==> src/asum_pkg.sv <==
// Shared types and constants for the advertising service UUID matcher.
package asum_pkg;

  localparam int unsigned SlotBytes = 16;
  localparam int unsigned SlotIdxW  = $clog2(SlotBytes);
  localparam int unsigned UuidW     = 8 * SlotBytes;
  localparam int unsigned CfgDataW  = 64;
  localparam int unsigned CfgIdxW   = 1;

  localparam logic [CfgIdxW-1:0] CFG_UUID_LOW  = 1'b0;
  localparam logic [CfgIdxW-1:0] CFG_UUID_HIGH = 1'b1;

  localparam logic [7:0] AD_TYPE_UUID128_PART = 8'h06;
  localparam logic [7:0] AD_TYPE_UUID128_FULL = 8'h07;

  typedef logic [7:0] byte_t;

  typedef struct packed {
    logic uuid_found;
    logic field_overrun;
  } asum_result_t;

endpackage

==> src/asum_ifs.sv <==
// Valid/ready channel interfaces for payload bytes and packet results.
interface asum_in_if;
  logic       valid;
  logic       ready;
  logic [7:0] payload_byte;
  logic       last_byte;

  modport source (output valid, output payload_byte, output last_byte, input ready);
  modport sink   (input valid, input payload_byte, input last_byte, output ready);
endinterface

interface asum_out_if;
  logic valid;
  logic ready;
  logic uuid_found;
  logic field_overrun;

  modport source (output valid, output uuid_found, output field_overrun, input ready);
  modport sink   (input valid, input uuid_found, input field_overrun, output ready);
endinterface

==> src/asum_parser.sv <==
// AD structure walker with 16-byte UUID slot comparison.
module asum_parser
  import asum_pkg::*;
(
  input  logic             clk,
  input  logic             rst_n,
  input  logic             take,
  input  byte_t            data_byte,
  input  logic             last,
  input  logic [UuidW-1:0] uuid,
  output asum_result_t     result
);

  localparam logic [1:0] PH_LEN  = 2'd0;
  localparam logic [1:0] PH_TYPE = 2'd1;
  localparam logic [1:0] PH_DATA = 2'd2;
  localparam logic [SlotIdxW-1:0] SlotLast = SlotIdxW'(SlotBytes - 1);

  logic [1:0]          phase_r,      phase_nxt;
  byte_t               left_r,       left_nxt;
  logic                uuid_fld_r,   uuid_fld_nxt;
  logic [SlotIdxW-1:0] slot_idx_r,   slot_idx_nxt;
  logic                slot_eq_r,    slot_eq_nxt;
  logic                found_r,      found_nxt;

  byte_t wanted;
  logic  slot_eq_now;
  byte_t left_dec;

  assign wanted      = uuid[{slot_idx_r, 3'b000} +: 8];
  assign slot_eq_now = slot_eq_r && (data_byte == wanted);
  assign left_dec    = left_r - 8'd1;

  always_comb begin
    phase_nxt    = phase_r;
    left_nxt     = left_r;
    uuid_fld_nxt = uuid_fld_r;
    slot_idx_nxt = slot_idx_r;
    slot_eq_nxt  = slot_eq_r;
    found_nxt    = found_r;
    unique case (phase_r)
      PH_LEN: begin
        // a zero length byte stands alone
        if (data_byte != 8'd0) begin
          left_nxt  = data_byte;
          phase_nxt = PH_TYPE;
        end
      end
      PH_TYPE: begin
        left_nxt     = left_dec;
        uuid_fld_nxt = (data_byte == AD_TYPE_UUID128_PART) ||
                       (data_byte == AD_TYPE_UUID128_FULL);
        slot_idx_nxt = '0;
        slot_eq_nxt  = 1'b1;
        phase_nxt    = (left_dec == 8'd0) ? PH_LEN : PH_DATA;
      end
      default: begin
        if (uuid_fld_r) begin
          if (slot_idx_r == SlotLast) begin
            if (slot_eq_now) found_nxt = 1'b1;
            slot_idx_nxt = '0;
            slot_eq_nxt  = 1'b1;
          end else begin
            slot_idx_nxt = slot_idx_r + 1'b1;
            slot_eq_nxt  = slot_eq_now;
          end
        end
        left_nxt = left_dec;
        if (left_dec == 8'd0) phase_nxt = PH_LEN;
      end
    endcase
  end

  assign result.uuid_found    = found_nxt;
  assign result.field_overrun = (phase_nxt != PH_LEN);

  always_ff @(posedge clk) begin
    if (!rst_n) begin
      phase_r    <= PH_LEN;
      left_r     <= '0;
      uuid_fld_r <= 1'b0;
      slot_idx_r <= '0;
      slot_eq_r  <= 1'b1;
      found_r    <= 1'b0;
    end else if (take) begin
      if (last) begin
        // packet done: back to the start state
        phase_r    <= PH_LEN;
        left_r     <= '0;
        uuid_fld_r <= 1'b0;
        slot_idx_r <= '0;
        slot_eq_r  <= 1'b1;
        found_r    <= 1'b0;
      end else begin
        phase_r    <= phase_nxt;
        left_r     <= left_nxt;
        uuid_fld_r <= uuid_fld_nxt;
        slot_idx_r <= slot_idx_nxt;
        slot_eq_r  <= slot_eq_nxt;
        found_r    <= found_nxt;
      end
    end
  end

endmodule

==> src/adv_service_uuid_matcher_core.sv <==
// Top level of the advertising payload 128-bit service UUID matcher.
//
//  channel | dir | handshake          | carries
//  --------+-----+--------------------+----------------------------------
//  in_ch   | in  | valid/ready        | payload_byte, last_byte
//  out_ch  | out | valid/ready        | uuid_found, field_overrun
//  cfg_*   | in  | cfg_we, no wait    | cfg_index selects uuid_low/high
//
// One payload byte per cycle: parser state advances at the edge that takes
// the item, and the packet result lands in the output register at the same
// edge when the item carries last_byte. The output register parts the two
// sides: a new byte is taken while the result register is empty or drained
// in that cycle. Synchronous active-low reset clears parser state, the UUID
// registers and the output valid.
module adv_service_uuid_matcher_core
  import asum_pkg::*;
(
  input  logic                clk,
  input  logic                rst_n,
  asum_in_if.sink             in_ch,
  asum_out_if.source          out_ch,
  input  logic                cfg_we,
  input  logic [CfgIdxW-1:0]  cfg_index,
  input  logic [CfgDataW-1:0] cfg_wdata
);

  logic [CfgDataW-1:0] uuid_low_r;
  logic [CfgDataW-1:0] uuid_high_r;
  logic                out_valid_r;
  asum_result_t        out_res_r;
  asum_result_t        res_now;
  logic                take;

  // Accept a byte whenever the result slot is free or emptying now.
  assign in_ch.ready = !out_valid_r || out_ch.ready;
  assign take        = in_ch.valid && in_ch.ready;

  // Configuration writes: whole 64-bit halves of the UUID.
  always_ff @(posedge clk) begin
    if (!rst_n) begin
      uuid_low_r  <= '0;
      uuid_high_r <= '0;
    end else if (cfg_we) begin
      unique case (cfg_index)
        CFG_UUID_LOW:  uuid_low_r  <= cfg_wdata;
        CFG_UUID_HIGH: uuid_high_r <= cfg_wdata;
        default:       uuid_low_r  <= uuid_low_r;
      endcase
    end
  end

  asum_parser u_parser (
    .clk       (clk),
    .rst_n     (rst_n),
    .take      (take),
    .data_byte (in_ch.payload_byte),
    .last      (in_ch.last_byte),
    .uuid      ({uuid_high_r, uuid_low_r}),
    .result    (res_now)
  );

  // Output register: load on the last byte of a packet, drop when taken.
  always_ff @(posedge clk) begin
    if (!rst_n) begin
      out_valid_r <= 1'b0;
    end else if (take && in_ch.last_byte) begin
      out_valid_r <= 1'b1;
    end else if (out_ch.ready) begin
      out_valid_r <= 1'b0;
    end
  end

  always_ff @(posedge clk) begin
    if (take && in_ch.last_byte) begin
      out_res_r <= res_now;
    end
  end

  assign out_ch.valid         = out_valid_r;
  assign out_ch.uuid_found    = out_res_r.uuid_found;
  assign out_ch.field_overrun = out_res_r.field_overrun;

endmodule

==> src/flat_wrapper.sv <==
// flat-port wrapper written by rule: the top's interface ports become plain ports
module adv_service_uuid_matcher_core_flat import asum_pkg::*;
  (clk, rst_n, cfg_we, cfg_index, cfg_wdata, in_ch_valid, in_ch_payload_byte, in_ch_last_byte, in_ch_ready, out_ch_valid, out_ch_uuid_found, out_ch_field_overrun, out_ch_ready);
  asum_in_if in_ch_i ();
  asum_out_if out_ch_i ();
  input  logic clk;
  input  logic rst_n;
  input  logic cfg_we;
  input  logic [CfgIdxW-1:0] cfg_index;
  input  logic [CfgDataW-1:0] cfg_wdata;
  input wire logic [$bits(in_ch_i.valid)-1:0] in_ch_valid;
  input wire logic [$bits(in_ch_i.payload_byte)-1:0] in_ch_payload_byte;
  input wire logic [$bits(in_ch_i.last_byte)-1:0] in_ch_last_byte;
  output wire logic [$bits(in_ch_i.ready)-1:0] in_ch_ready;
  output wire logic [$bits(out_ch_i.valid)-1:0] out_ch_valid;
  output wire logic [$bits(out_ch_i.uuid_found)-1:0] out_ch_uuid_found;
  output wire logic [$bits(out_ch_i.field_overrun)-1:0] out_ch_field_overrun;
  input wire logic [$bits(out_ch_i.ready)-1:0] out_ch_ready;
  assign in_ch_i.valid = in_ch_valid;
  assign in_ch_i.payload_byte = in_ch_payload_byte;
  assign in_ch_i.last_byte = in_ch_last_byte;
  assign in_ch_ready = in_ch_i.ready;
  assign out_ch_valid = out_ch_i.valid;
  assign out_ch_uuid_found = out_ch_i.uuid_found;
  assign out_ch_field_overrun = out_ch_i.field_overrun;
  assign out_ch_i.ready = out_ch_ready;
  adv_service_uuid_matcher_core u_core (.clk(clk), .rst_n(rst_n), .in_ch(in_ch_i), .out_ch(out_ch_i), .cfg_we(cfg_we), .cfg_index(cfg_index), .cfg_wdata(cfg_wdata));
endmodule
==> config.mk <==
export PLATFORM = sky130hd
export DESIGN_NAME = adv_service_uuid_matcher_core_flat
export DESIGN_NICKNAME = d
export VERILOG_FILES = /design/src/asum_pkg.sv /design/src/asum_ifs.sv /design/src/asum_parser.sv /design/src/adv_service_uuid_matcher_core.sv /design/src/flat_wrapper.sv
export SDC_FILE = /design/constraint.sdc
export NUM_CORES = 1
export LEC_CHECK = 0
export BUFFER_PORTS_ARGS = -buffer_cell sky130_fd_sc_hd__buf_4
export CORE_MARGIN = 2
export CORE_UTILIZATION = 35
export CTS_CLUSTER_SIZE = 30
export DETAILED_ROUTE_END_ITERATION = 8
export SYNTH_ARGS = -nofsm -noshare
export SYNTH_HDL_FRONTEND = slang
export SYNTH_SLANG_ARGS = --single-unit
==> constraint.sdc <==
create_clock -name clk -period 7 [get_ports clk]
set_input_delay 1.4 -clock clk [delete_from_list [all_inputs] [get_ports clk]]
set_output_delay 1.4 -clock clk [all_outputs]
set_load 0.01 [all_outputs]
==> results_dict.tcl <==
set metrics [dict create \
    timing.slew.headroom 0.402 \
    cts_root_buffer "clkbuf_16" \
    path_clk_slew_ps 60 \
    required_ps 5600 \
    fin_setup_tns_ps 0 \
    final_common_cell "nand2_1" \
    critical_path_class "in2out" \
    min_from "u_core.uuid_low_r[20]" \
    drv_cap 0 \
    yosysWarningCount 0 \
    viasPerCell 5.02 \
    nFillCells 2074 \
    report.final.slew_viol_count 0 \
    synth_area_sq_mm 0.00709 \
    ys_types 52 \
    worstHoldPathType "reg2reg" \
    io_buffers 82 \
    design.portCount 83 \
    dp_hpwl_microns 13500 \
    seq_area_sq_mm 0.00298 \
    path_max_fanout 5 \
    status "finished, final reports clean" \
    finClkSkew_ps 5.13 \
    mostFrequentLayoutCells "nand2_1, dfxtp_1, a21boi_0" \
    dieHeight_microns 146 \
    cp-end-kind "output port" \
    die_w_microns 146 \
    clkLatencyLatePin_ps 420 \
    clock.fmax_mhz 307 \
    syn-num-nets 906 \
    grt_start_max_net_pins 75 \
    track_usage 0.188 \
    min_period_over_period 0.465 \
    leakagePower_uw 0.00312 \
    synth-edff-count 2 \
    worst_slack_ps 3750 \
    setup.worst_path.start_class "input pin" \
    cts_tree "built" \
    area_delta_synth_final_pct 19.2 \
    rows 52 \
    grt_pass1_vias 5406 \
    whs_ps 461 \
    async_flop_share 0 \
    power_uw 2090 \
    num-nets-final 955 \
    synth_ff_type "dfxtp_1" \
    drt_iter0_markers 434 \
    rsz0062_at_grt "false" \
    h-tree-depth 4 \
    cp.arrival_ps 1850 \
    start_util 0.354 \
    drt_first_pass_iters 5 \
    final_hold_viol_count 0 \
    cts_setup_buffers 0 \
    antenna_found_initial 0 \
    cts_buffer_depth 2 \
    place_ws_ps 3460 \
    n_antenna_cell 0 \
    fin_area_sq_mm 0.00846 \
    routedWlPerCell_microns 17.2 \
    synth-seq-cells 148 \
    drive_gt1_frac 0.173 \
    overflow 0 \
    ant_nets 0 \
    multiInputGateArea_sq_mm 0.00383 \
    startpoint "out_ch_ready" \
    power-per-cell-area_mw_per_mm2 247 \
    ys_seq_area_frac 0.420 \
    dpl_cell_area_sq_mm 0.00784 \
    syn-instance-count 824 \
    core_area_sq_mm 0.0200 \
    grt_pass1_wl_microns 31100 \
    setup_viol 0 \
    dieArea_sq_mm 0.0214 \
    clock-sinks 148 \
    drc 0 \
    vias 5801 \
    ir_drop_uv 132 \
    rr_startpoint "u_core.u_parser.slot_idx_r[1]" \
    cts_hold_buf 0 \
    tightest_slew_ps 894 \
    cts_buffers 17 \
    cts_resized 0 \
    place_congestion 0.815 \
    period_needed_ps 3250 \
    avgSynthCellArea_sq_um 8.61 \
    drt-total-wl_microns 19900 \
]
## routing by layer
metal / global-route usage / vias up / share of wire
met5: 0 / - / 0
met4: 0.0592 / 0 / 0.019
met3: 0.0325 / 21 / 0.048
met2: 0.286 / 145 / 0.44
met1: 0.273 / 2731 / 0.49
li1: - / 2904 / -
## path summary, 6_finish.rpt
kind	endpoint	slack (ps)	depth (start not counted)
hold reg to reg	u_core.uuid_low_r[20]	460	2
setup reg to reg	u_core.out_ch.uuid_found	4180	8
setup / recovery	in_ch_ready	3750	3
hold / removal	u_core.uuid_low_r[20]	460	2
## kinds of logic after synthesis
logic type / Yosys count / share of synthesized area
flops: 148 / 0.420
xor+xnor: 20 / 0.0247
mux: 52 / 0.111
fa+ha+maj: 3 / 0.00529
buf+inv: 64 / 0.0421
compound gates: 188 / 0.193
simple gates: 349 / 0.203
## cell usage after synthesis (all sizes together), types with 5 or more instances
| cell type | instances | area, sq um |
|---|---|---|
| a21boi | 134 | 1010 |
| a21oi | 9 | 48.8 |
| a221oi | 5 | 43.8 |
| buf | 19 | 130 |
| clkbuf | 41 | 154 |
| dfxtp | 146 | 2920 |
| mux2 | 11 | 124 |
| mux2i | 23 | 230 |
| mux4 | 18 | 432 |
| nand2 | 282 | 1060 |
| nor2 | 20 | 75.1 |
| nor2b | 10 | 62.6 |
| nor3 | 7 | 35.0 |
| o21ai | 15 | 75.1 |
| o22ai | 5 | 31.3 |
| xnor2 | 6 | 52.6 |
| xor2 | 14 | 123 |
## registers in the layout, summed over array words and instances, names as in the netlist
register,flops
u_core.u_parser.slot_eq_r,1
u_core.u_parser.found_r,1
u_core.u_parser.slot_idx_r,4
u_core.out_ch.field_overrun,1
u_core.uuid_high_r,64
u_core.out_ch.valid,1
u_core.out_ch.uuid_found,1
u_core.u_parser.left_r,8
u_core.u_parser.phase_r,2
u_core.u_parser.uuid_fld_r,1
u_core.uuid_low_r,64
## worst max-delay path, cell delays in order
cell      delay, ps
buf_4           100
nand2b_1        180
buf_4           170
## metrics by stage
stage / util / std cells
after floorplan: - / 824
after global placement: 0.391 / 1124
after detailed placement: 0.391 / 1124
after CTS: 0.422 / 1156
after global routing: 0.422 / 1156
final: 0.422 / 1156
## power breakdown
| group | total (uW) | internal [uW] | switching [uW] |
|---|---|---|---|
| logic | 226 | 100 | 125 |
| clock network | 958 | 613 | 345 |
| registers | 905 | 883 | 22.5 |
| total | 2090 | 1600 | 493 |
## cell type report
type                       instances  share of cell area
sequential                       148               0.353
clock buffer                      22              0.0549
multi-input combinational        612               0.452
inverter                           4             0.00178
timing repair buffer              90              0.0799
tap                              270              0.0399
clock inverter                    10              0.0182
Note: power is estimated with default switching activity, not from simulation.
